## config.mk

```make
export PLATFORM = sky130hd
export DESIGN_NAME = lwct_ctrl
export DESIGN_NICKNAME = d
export VERILOG_FILES = /design/src/hw/rtl/latency_window_correlation_trend_unit_defines.svh /design/src/hw/rtl/lwct_pkg.sv /design/src/hw/rtl/lwct_ctrl.sv
export SDC_FILE = /design/constraint.sdc
export NUM_CORES = 1
export LEC_CHECK = 0
export BUFFER_PORTS_ARGS = -buffer_cell sky130_fd_sc_hd__buf_4
export CAP_MARGIN = 40
export CORE_AREA = 2 2 39 41
export CTS_CLUSTER_SIZE = 28
export DETAILED_ROUTE_END_ITERATION = 12
export DIE_AREA = 0 0 41 43
export GPL_TIMING_DRIVEN = 0
export HOLD_SLACK_MARGIN = 0.12
export PLACE_DENSITY = 0.77
export SKIP_LAST_GASP = 1
export SYNTH_ARGS = -nofsm -noshare
export SYNTH_HDL_FRONTEND = slang
export SYNTH_SLANG_ARGS = --single-unit
```

## constraint.sdc

```tcl
create_clock -name clk_i -period 2.1 [get_ports clk_i]
set_input_delay 0 -clock clk_i [delete_from_list [all_inputs] [get_ports clk_i]]
set_output_delay 0 -clock clk_i [all_outputs]
set_load 0.01 [all_outputs]
```

## src/hw/rtl/latency_window_correlation_trend_unit_defines.svh

```systemverilog
// ----------------------------------------------------------------------------
// latency window correlation trend unit: assertion macros
// Shared property wrappers clocked on clk_i and disabled during reset.
// ----------------------------------------------------------------------------
`ifndef LATENCY_WINDOW_CORRELATION_TREND_UNIT_DEFINES_SVH
`define LATENCY_WINDOW_CORRELATION_TREND_UNIT_DEFINES_SVH

// same-cycle implication
`define LWCT_ASSERT_HOLD(lbl, ante, cons) \
  lbl: assert property (@(posedge clk_i) disable iff (!rst_ni) (ante) |-> (cons)) \
    else $error("lwct: same-cycle check failed");

// next-cycle implication
`define LWCT_ASSERT_NEXT(lbl, ante, cons) \
  lbl: assert property (@(posedge clk_i) disable iff (!rst_ni) (ante) |=> (cons)) \
    else $error("lwct: next-cycle check failed");

`endif

```

## src/hw/rtl/lwct_pkg.sv

```systemverilog
// ----------------------------------------------------------------------------
// lwct_pkg
// Shared constants, command/status types and state codes of the unit.
// ----------------------------------------------------------------------------
package lwct_pkg;

  localparam int unsigned SampleW         = 24;
  localparam int unsigned SccW            = 20;
  localparam int unsigned TrendW          = 32;
  localparam int unsigned SccFracW        = 16;
  localparam int unsigned SccQuoW         = 18;
  localparam int unsigned TrendQuoW       = 33;
  localparam int unsigned DefHistoryDepth = 64;

  localparam logic [SccW-1:0]   SccMinusOne = 20'hF0000;
  localparam logic [TrendW-1:0] TrendMax    = 32'h7FFF_FFFF;
  localparam logic [TrendW-1:0] TrendMin    = 32'h8000_0000;

  // operand pair for the shared multiplier
  typedef enum logic [2:0] {
    MS_NT0,
    MS_NT2,
    MS_SS,
    MS_S1N2,
    MS_S2N1
  } mul_sel_e;

  // datapath operations
  typedef enum logic [3:0] {
    OP_NONE,
    OP_ACCEPT,
    OP_WALK,
    OP_WRAP,
    OP_MUL_LOAD,
    OP_MUL_RUN,
    OP_MUL_STORE,
    OP_DIVA_LOAD,
    OP_DIVB_LOAD,
    OP_DIV_RUN,
    OP_DIVA_STORE,
    OP_DIVB_STORE,
    OP_PUBLISH
  } dp_op_e;

  typedef enum logic [3:0] {
    ST_IDLE,
    ST_WALK,
    ST_WRAP,
    ST_MUL_LOAD,
    ST_MUL_RUN,
    ST_DIVA_LOAD,
    ST_DIVA_RUN,
    ST_DIVB_LOAD,
    ST_DIVB_RUN,
    ST_PUBLISH
  } state_e;

  typedef struct packed {
    dp_op_e   op;
    mul_sel_e mul_sel;
  } dp_cmd_t;

  typedef struct packed {
    logic walk_done;
    logic mul_done;
    logic div_done;
    logic out_busy;
  } dp_sts_t;

endpackage

```

## src/hw/rtl/lwct_ctrl.sv

```systemverilog
// ----------------------------------------------------------------------------
// lwct_ctrl
// Sequencer: accept, window walk, five products, two divisions, publish.
// ----------------------------------------------------------------------------
module lwct_ctrl (
  input  logic              clk_i,
  input  logic              rst_ni,
  input  logic              in_valid_i,
  input  lwct_pkg::dp_sts_t sts_i,
  output logic              in_ready_o,
  output lwct_pkg::dp_cmd_t cmd_o
);

  lwct_pkg::state_e   state_q, state_d;
  lwct_pkg::mul_sel_e sel_q, sel_d;

  // state and product index registers
  always_ff @(posedge clk_i or negedge rst_ni) begin
    if (!rst_ni) begin
      state_q <= lwct_pkg::ST_IDLE;
      sel_q   <= lwct_pkg::MS_NT0;
    end else begin
      state_q <= state_d;
      sel_q   <= sel_d;
    end
  end

  // next state
  always_comb begin
    state_d = state_q;
    sel_d   = sel_q;
    unique case (state_q)
      lwct_pkg::ST_IDLE: begin
        sel_d = lwct_pkg::MS_NT0;
        if (in_valid_i) begin
          state_d = lwct_pkg::ST_WALK;
        end
      end
      lwct_pkg::ST_WALK: begin
        if (sts_i.walk_done) begin
          state_d = lwct_pkg::ST_WRAP;
        end
      end
      lwct_pkg::ST_WRAP:     state_d = lwct_pkg::ST_MUL_LOAD;
      lwct_pkg::ST_MUL_LOAD: state_d = lwct_pkg::ST_MUL_RUN;
      lwct_pkg::ST_MUL_RUN: begin
        if (sts_i.mul_done) begin
          if (sel_q == lwct_pkg::MS_S2N1) begin
            state_d = lwct_pkg::ST_DIVA_LOAD;
          end else begin
            sel_d   = lwct_pkg::mul_sel_e'(sel_q + 3'd1);
            state_d = lwct_pkg::ST_MUL_LOAD;
          end
        end
      end
      lwct_pkg::ST_DIVA_LOAD: state_d = lwct_pkg::ST_DIVA_RUN;
      lwct_pkg::ST_DIVA_RUN: begin
        if (sts_i.div_done) begin
          state_d = lwct_pkg::ST_DIVB_LOAD;
        end
      end
      lwct_pkg::ST_DIVB_LOAD: state_d = lwct_pkg::ST_DIVB_RUN;
      lwct_pkg::ST_DIVB_RUN: begin
        if (sts_i.div_done) begin
          state_d = lwct_pkg::ST_PUBLISH;
        end
      end
      lwct_pkg::ST_PUBLISH: begin
        if (!sts_i.out_busy) begin
          state_d = lwct_pkg::ST_IDLE;
        end
      end
      default: state_d = lwct_pkg::ST_IDLE;
    endcase
  end

  // commands
  always_comb begin
    cmd_o.mul_sel = sel_q;
    cmd_o.op      = lwct_pkg::OP_NONE;
    in_ready_o    = 1'b0;
    unique case (state_q)
      lwct_pkg::ST_IDLE: begin
        in_ready_o = 1'b1;
        if (in_valid_i) begin
          cmd_o.op = lwct_pkg::OP_ACCEPT;
        end
      end
      lwct_pkg::ST_WALK:      cmd_o.op = lwct_pkg::OP_WALK;
      lwct_pkg::ST_WRAP:      cmd_o.op = lwct_pkg::OP_WRAP;
      lwct_pkg::ST_MUL_LOAD:  cmd_o.op = lwct_pkg::OP_MUL_LOAD;
      lwct_pkg::ST_MUL_RUN: begin
        cmd_o.op = sts_i.mul_done ? lwct_pkg::OP_MUL_STORE : lwct_pkg::OP_MUL_RUN;
      end
      lwct_pkg::ST_DIVA_LOAD: cmd_o.op = lwct_pkg::OP_DIVA_LOAD;
      lwct_pkg::ST_DIVA_RUN: begin
        cmd_o.op = sts_i.div_done ? lwct_pkg::OP_DIVA_STORE : lwct_pkg::OP_DIV_RUN;
      end
      lwct_pkg::ST_DIVB_LOAD: cmd_o.op = lwct_pkg::OP_DIVB_LOAD;
      lwct_pkg::ST_DIVB_RUN: begin
        cmd_o.op = sts_i.div_done ? lwct_pkg::OP_DIVB_STORE : lwct_pkg::OP_DIV_RUN;
      end
      lwct_pkg::ST_PUBLISH: begin
        if (!sts_i.out_busy) begin
          cmd_o.op = lwct_pkg::OP_PUBLISH;
        end
      end
      default: cmd_o.op = lwct_pkg::OP_NONE;
    endcase
  end

endmodule

```

# Yosys cells after proc, flatten, opt, wreduce, memory -nomap -nowiden
# Index checks and enable logic that the tools add are counted.
[word_totals]
wordCells = 42
out_inout_bits = 8
reg_bits = 7
in_bits = 7
[classes]
addsub = 1
muxes = 18
eq_ne = 17
reduce_logical = 4
[ops]
columns = ["operator", "count"]
rows = [
  ["$pmux W4 S10", 2],
  ["$mux W4", 7],
  ["$eq A4 B3 Y1 const B", 4],
  ["$ne A2 B2 Y1 const B", 7],
  ["$mux W3", 3],
  ["$eq A4 B2 Y1 const B", 2],
  ["$eq A4 B4 Y1 const B", 2],
  ["$mux W2", 3],
  ["$pmux W3 S2", 1],
  ["$reduce_and A6 Y1", 1],
  ["$eq A4 B1 Y1 const B", 1],
  ["$logic_not A4 Y1", 1],
  ["$add A3 B1 Y3 const B", 1],
  ["$eq A3 B3 Y1 const B", 1],
  ["$reduce_and A3 Y1", 1],
  ["$mux W1", 2],
  ["$reduce_bool A2 Y1", 1],
]

# Depth between registers and ports, before layout
# Gate-level depths: netlist of the first run.
[depth]
word_depth = 4
mapped_depth = 6
mapped_depth_nobuf = 6

# Least setup slack after synthesis of the first run
# OpenSTA, ideal clock, no wires.
[synth_path]
path_kind = "reg2reg"
from = "reg sel_q[0]"
to = "reg sel_q[2]"
stages_incl_launch_ff = 7
setup_ns = 0.142
slack_ns = 0.679
required_ns = 1.958
arrival_ns = 1.279
path_buffers = 0
synth_period_minus_slack_ns = 1.421
path_cell_list = "dfrtp_1 > inv_1 > ha_1 > and3_1 > nor4_4 > a21o_1 > a21oi_2"
[synth_via]
elab_chain_cells = 4
word_cells_on_any_way = 7
[synth_rtl]
columns = ["element", "line_no", "text"]
rows = [
  ["from (decl)", "lwct_ctrl.sv:15", "lwct_pkg::mul_sel_e sel_q, sel_d;"],
  ["from (signal assigned)", "lwct_ctrl.sv:21", "sel_q <= lwct_pkg::MS_NT0;"],
  ["from (signal assigned)", "lwct_ctrl.sv:24", "sel_q <= sel_d;"],
  ["$add A3 B1 Y3", "lwct_ctrl.sv:51", "sel_d = lwct_pkg::mul_sel_e'(sel_q + 3'd1);"],
  ["$mux W3", "lwct_ctrl.sv:48", "if (sel_q == lwct_pkg::MS_S2N1) begin"],
  ["$mux W3", "lwct_ctrl.sv:47", "if (sts_i.mul_done) begin"],
  ["$pmux W3 S2", "lwct_ctrl.sv:32", "unique case (state_q)"],
]
# Several ways; a longest one is shown, not always the timed one. The select of a mux whose other input is x is not followed.
# A chain may end at the register's enable or synchronous reset.

==> results of run 1 <==
[final timing paths]
| kind | start | endpoint | slack [ns] | cells after the start |
|---|---|---|---|---|
| worst max-delay path | state_q[2]$_DFFE_PN0P_ | cmd_o[4] | 0.37 | 7 |
| worst min-delay path | sts_i[3] | state_q[0]$_DFFE_PN0P_ | 0.15 | 4 |
| min in group asynchronous | rst_ni | state_q[1]$_DFFE_PN0P_ | 0.71 | 3 |
| max in group asynchronous | rst_ni | state_q[2]$_DFFE_PN0P_ | 1.15 | 3 |
| worst min register to register | sel_q[1]$_DFFE_PN0P_ | sel_q[1]$_DFFE_PN0P_ | 0.59 | 2 |
| worst max register to register | state_q[1]$_DFFE_PN0P_ | sel_q[2]$_DFFE_PN0P_ | 0.59 | 5 |
[cell usage after synthesis (all sizes together)]
cell,number,area share
o31ai,1,0.011
mux2i,4,0.058
o32ai,3,0.038
nand3,3,0.029
nor2b,5,0.056
a21o,1,0.011
inv,5,0.027
buf,4,0.045
nand2,5,0.027
o31a,1,0.013
clkbuf,3,0.016
nor4b,1,0.034
a311oi,1,0.013
nand2b,2,0.018
nor2,8,0.043
o21ai,5,0.036
o221ai,1,0.013
a221oi,1,0.022
ha,2,0.036
and2,2,0.018
o41ai,1,0.023
o22ai,1,0.0090
nor4,1,0.031
dfrtp,7,0.25
or2,1,0.013
and3,2,0.018
nor3,1,0.0072
a21oi,9,0.076
nand4,1,0.0090
[where the power goes]
| group | total [mW] | internal, mW | switching, mW |
|---|---|---|---|
| registers | 0.218 | 0.182 | 0.0359 |
| clock network | 0.118 | 0.0723 | 0.0461 |
| logic | 0.924 | 0.421 | 0.503 |
[logic make-up (layout without fill, tap and decap cells)]
| family | Yosys count | in the layout | synth area share |
|---|---|---|---|
| AO/OA/AOI/OAI | 25 | 25 | 0.263 |
| buffers and inverters | 12 | 34 | 0.0883 |
| AND/OR/NAND/NOR | 32 | 32 | 0.303 |
| flip-flops | 7 | 7 | 0.252 |
| adder cells (fa/ha/maj) | 2 | 2 | 0.0360 |
| multiplexers | 4 | 4 | 0.0577 |
[placed cells by master (no fill, tap or decap), drive strengths merged]
cell / synthesis / final
o22ai: 1 / 1
nor4: 1 / 1
clkbuf: 3 / 7
and2: 2 / 2
ha: 2 / 2
inv: 5 / 5
and3: 2 / 2
buf: 4 / 18
or2: 1 / 1
nor2b: 5 / 5
o31ai: 1 / 1
o31a: 1 / 1
o41ai: 1 / 1
nor2: 8 / 8
dfrtp: 7 / 7
nand2: 5 / 5
a21o: 1 / 1
mux2i: 4 / 4
a221oi: 1 / 1
nand3: 3 / 3
a311oi: 1 / 1
o221ai: 1 / 1
nor3: 1 / 1
dlygate4sd3: 0 / 4
nand4: 1 / 1
o32ai: 3 / 3
o21ai: 5 / 5
a21oi: 9 / 9
nand2b: 2 / 2
nor4b: 1 / 1
[worst reg2reg max path: cells and delay by family (launching register included)]
kind	cells	cell delay (ns)
AO/OA/AOI/OAI	2	0.22
flip-flops	1	0.37
AND/OR/NAND/NOR	2	0.64
buffers and inverters	1	0.14
[per-layer routing]
layer  track usage  wire, um
met3        0.0942        94
met5             0         0
met4        0.0200         0
met1         0.309       683
met2         0.313       772
[registers in the layout (all words and copies together) (netlist names)]
name and flops:
sel_q 3, state_q 4
[repair_timing]
| action | CTS | global route |
|---|---|---|
| hold buffers | 4 | 0 |
| buffers inserted | 0 | 0 |
| endpoints found under the hold margin | 9 | 0 |
[area by class of cell]
type                    instances  area share
plain buffers                   7      0.0480
well taps                      16      0.0226
inverters                       5      0.0212
clock buffers                   4      0.0297
repair buffers                 18       0.164
flip-flops and latches          7       0.198
multi-input cells              63       0.517
==> flow_summary.toml, run 1 <==
[grt]
antenna_found_initial = 0
grt_max_degree = 11
grt_pass1_vias = 630
grt_overflow = 0
grt_pass1_wl_mm = 2.64
grt_usage = 0.217

[floorplan]
die_x_um = 41
row_count = 14
coreArea_um2 = 1380
dieArea_um2 = 1760
io_pins = 15
die_y_um = 43
initial_utilization = 0.502

[critical_path]
path_common_cell = "a21oi_1"
crit_path_max_incr_delay_ns = 0.37
worstSetupStartpointType = "flop"
critPathArrivalTime_ns = 1.73
cp.buffers_inverters = 3
endpoint_kind = "output port"
worstPathRequired_ns = 2.10
critPathSlowestCell = "clkbuf_1"
path_cells = "buf_2 > clkbuf_1 > a21oi_1 > nor2_1 > a21oi_1 > o21ai_0 > buf_4"
critPathTopFamily = "buffers and inverters"
critPathKind = "flop to output port"
path_max_fanout = 10

[clock_tree]
tritoncts = "done"
clk_latency_ns = 0.25
clock_path_buffers = 2
cts_max_level = 1
cts.sinks = 7
numCtsBuffers = 3
clk_pin_slew_ns = 0.05
root_buffer = "clkbuf_4"
cts_resized = 0

[final_layout]
diodes = 0
fillers = 119
seq_area_um2 = 175
drive_gt1_frac = 0.288
stdcell_area_um2 = 886
finalNonFillerCells = 120
multiInputGateArea_um2 = 458
synthToLayoutAreaGrowth_pct = 27.6
post-route-util = 0.640
layout.nets = 114

[synth]
synth-seq-area-share = 0.252
synth_cells = 82
yosys_warnings = 0
avgSynthCellArea_um2 = 8.47
synth_area_um2 = 694
syn-num-nets = 91
synth-seq-cells = 7
synthDistinctLibCells = 35

[routing]
firstDrtPassIters = 4
drc = 0
ant_nets = 0
vias = 689
wl_per_cell_um = 12.9
post_drt_via_cell_ratio = 5.74
first_iter_violations = 19
finalWirelength_mm = 1.55

[sta]
drv_slew = 0
post-route-period-util = 0.824
finalHoldViolCount = 0
max_freq_mhz = 578
tightest_slew_ns = 0.419
fin_hold_ws_ns = 0.153
period_needed_ns = 1.73
clock_skew_ns = 0.00646
rsz0062_at_grt = "no"
fin_ws_ns = 0.370
tns_ns = 0
slew_headroom = 0.721
setup_viol = 0

[placed_design]
dpl_cell_area_um2 = 820
place_inst = 112
place.gp.congestion = 0.914
port-buffer-count = 14
dp.final_hpwl_mm = 1.16
pre_cts_ws_ns = 0.584

[power_and_ir_drop]
power_density_nw_per_um2 = 1420
ir_worst_vdd_mv = 0.779
total_power_mw = 1.26
p_leak_nw = 0.389

[status]
status = "finished clean"

[job]
drv_cap = 0

[min_path]
hp-class = "primary input to flop"
Power figures use the tool's default switching activity.
==> inputs of run 2 (changes only) <==
Settings changed: CORE_AREA 2 2 39 41 to not set, CORE_UTILIZATION set to 52, DIE_AREA 0 0 41 43 to not set.
Clock period 2.1 ns to 1.75 ns, I/O delays scaled along.
==> flow_summary.toml, run 2 (synthesis gave the netlist of run 1 again) <==
[sta]
tns_ns = 0
drv_slew = 0
setup_viol = 0
clock_skew_ns = 0.00433
slew_headroom = 0.768
max_freq_mhz = 621
finalHoldViolCount = 0
period_needed_ns = 1.61
rsz0062_at_grt = "no"
post-route-period-util = 0.920
tightest_slew_ns = 0.348

[critical_path]
worstPathRequired_ns = 1.75
critPathSlowestCell = "dfrtp_1"
endpoint_kind = "output port"
critPathArrivalTime_ns = 1.61
path_cells = "buf_2 > clkbuf_2 > nor2_1 > a21oi_1 > o221ai_1 > buf_4"
rrSetupSlack_ns = 0.19
path_max_fanout = 10
r2r-start = "state_q[0]$_DFFE_PN0P_"
critPathKind = "flop to output port"
cp-startpoint = "state_q[2]$_DFFE_PN0P_"
crit_path_max_incr_delay_ns = 0.36
worstSetupStartpointType = "flop"

[final_layout]
layout.nets = 113
largest_register_ffs = 4
post-route-util = 0.753
final_cell_mix = "buf_4 (16), nor2_1 (8), a21oi_1 (7), dfrtp_1 (7)"
multiInputGateArea_um2 = 458
diodes = 0
largest_register = "state_q"
reg.largest.list = "state_q x4, sel_q x3"
fillers = 90
drive_gt1_frac = 0.311
finalNonFillerCells = 117
layout_commonest_cell = "buf_4"
synthToLayoutAreaGrowth_pct = 27.0
seq_area_um2 = 175

[clock_tree]
clk_latency_ns = 0.25
clock_path_buffers = 2
cts_max_level = 1
numCtsBuffers = 3
root_buffer = "clkbuf_4"
clk_pin_slew_ns = 0.05
cts.sinks = 7
tritoncts = "done"

[floorplan]
initial_utilization = 0.593
die_y_um = 38.5
row_count = 12
die_x_um = 38.5
dieArea_um2 = 1490
coreArea_um2 = 1170
io_pins = 15

[min_path]
hp-start = "sts_i[3]"
hp-class = "primary input to flop"

[routing]
ant_nets = 0
firstDrtPassIters = 4
first_iter_violations = 31
drc = 0
finalWirelength_mm = 1.62
wl_per_cell_um = 13.9
vias = 692
post_drt_via_cell_ratio = 5.91

[placed_design]
place_inst = 110
dp.final_hpwl_mm = 1.23
place.gp.congestion = 0.892
port-buffer-count = 14

[grt]
grt_overflow = 0
grt_pass1_wl_mm = 2.73
antenna_found_initial = 0
grt_max_degree = 11
grt_usage = 0.278
grt_pass1_vias = 613

[power_and_ir_drop]
p_leak_nw = 0.394
power_density_nw_per_um2 = 1710
ir_worst_vdd_mv = 1.09

[job]
drv_cap = 0

[status]
status = "finished clean"
-- run 2: area by class of cell --
cell class,instances,share of cell area
plain buffers,6,0.0468
clock buffers,4,0.0298
inverters,5,0.0213
multi-input cells,63,0.519
flip-flops and latches,7,0.199
well taps,14,0.0199
repair buffers,18,0.165
-- run 2: per-layer routing --
layer  vias up  routed length (um)  global-route usage  share of wire
li1        337                   -                   -              -
met5         -                   0                   0              0
met3         4                 104               0.110          0.064
met2        30                 746               0.388           0.46
met4         0                  33               0.103          0.020
met1       321                 737               0.380           0.45
-- run 2: power by group --
part	total [mW]	internal (mW)	switching, mW
clock network	0.143	0.0868	0.0566
logic	1.10	0.507	0.597
registers	0.264	0.219	0.0456
-- run 2: final timing paths --
check | to | depth (start not counted)
worst min register to register | sel_q[1]$_DFFE_PN0P_ | 2
worst max register to register | sel_q[2]$_DFFE_PN0P_ | 5
worst max-delay path | cmd_o[3] | 6
worst min-delay path | state_q[0]$_DFFE_PN0P_ | 4
max in group asynchronous | sel_q[0]$_DFFE_PN0P_ | 3
min in group asynchronous | sel_q[2]$_DFFE_PN0P_ | 3
-- run 2: timing repair --
item | 4_1_cts | 5_1_grt
hold buffers | 4 | 0
gates resized for setup | 0 | 4
setup endpoints to repair | 0 | 3
endpoints found under the hold margin | 10 | 0
buffers inserted | 0 | 0
-- run 2: worst max-delay path, delay by kind of cell (launching register included) --
| kind | cells | cell delay [ns] |
|---|---|---|
| AOI/OAI and AO/OA | 2 | 0.26 |
| buffers and inverters | 3 | 0.54 |
| and+or+nand+nor | 1 | 0.19 |
| DFF | 1 | 0.36 |
-- run 2: per-stage QoR --
step	setup slack (ns)	instance area, um^2	hold slack [ns]	total power [mW]
2_1_floorplan	0.329	694	-0.296	1.05
3_3_place_gp	0.238	817	-0.186	1.34
3_5_place_dp	0.186	817	-0.184	1.36
4_1_cts	0.0188	883	0.124	1.52
5_1_grt	0.00715	882	0.136	1.66
6_report	0.140	882	0.129	1.51
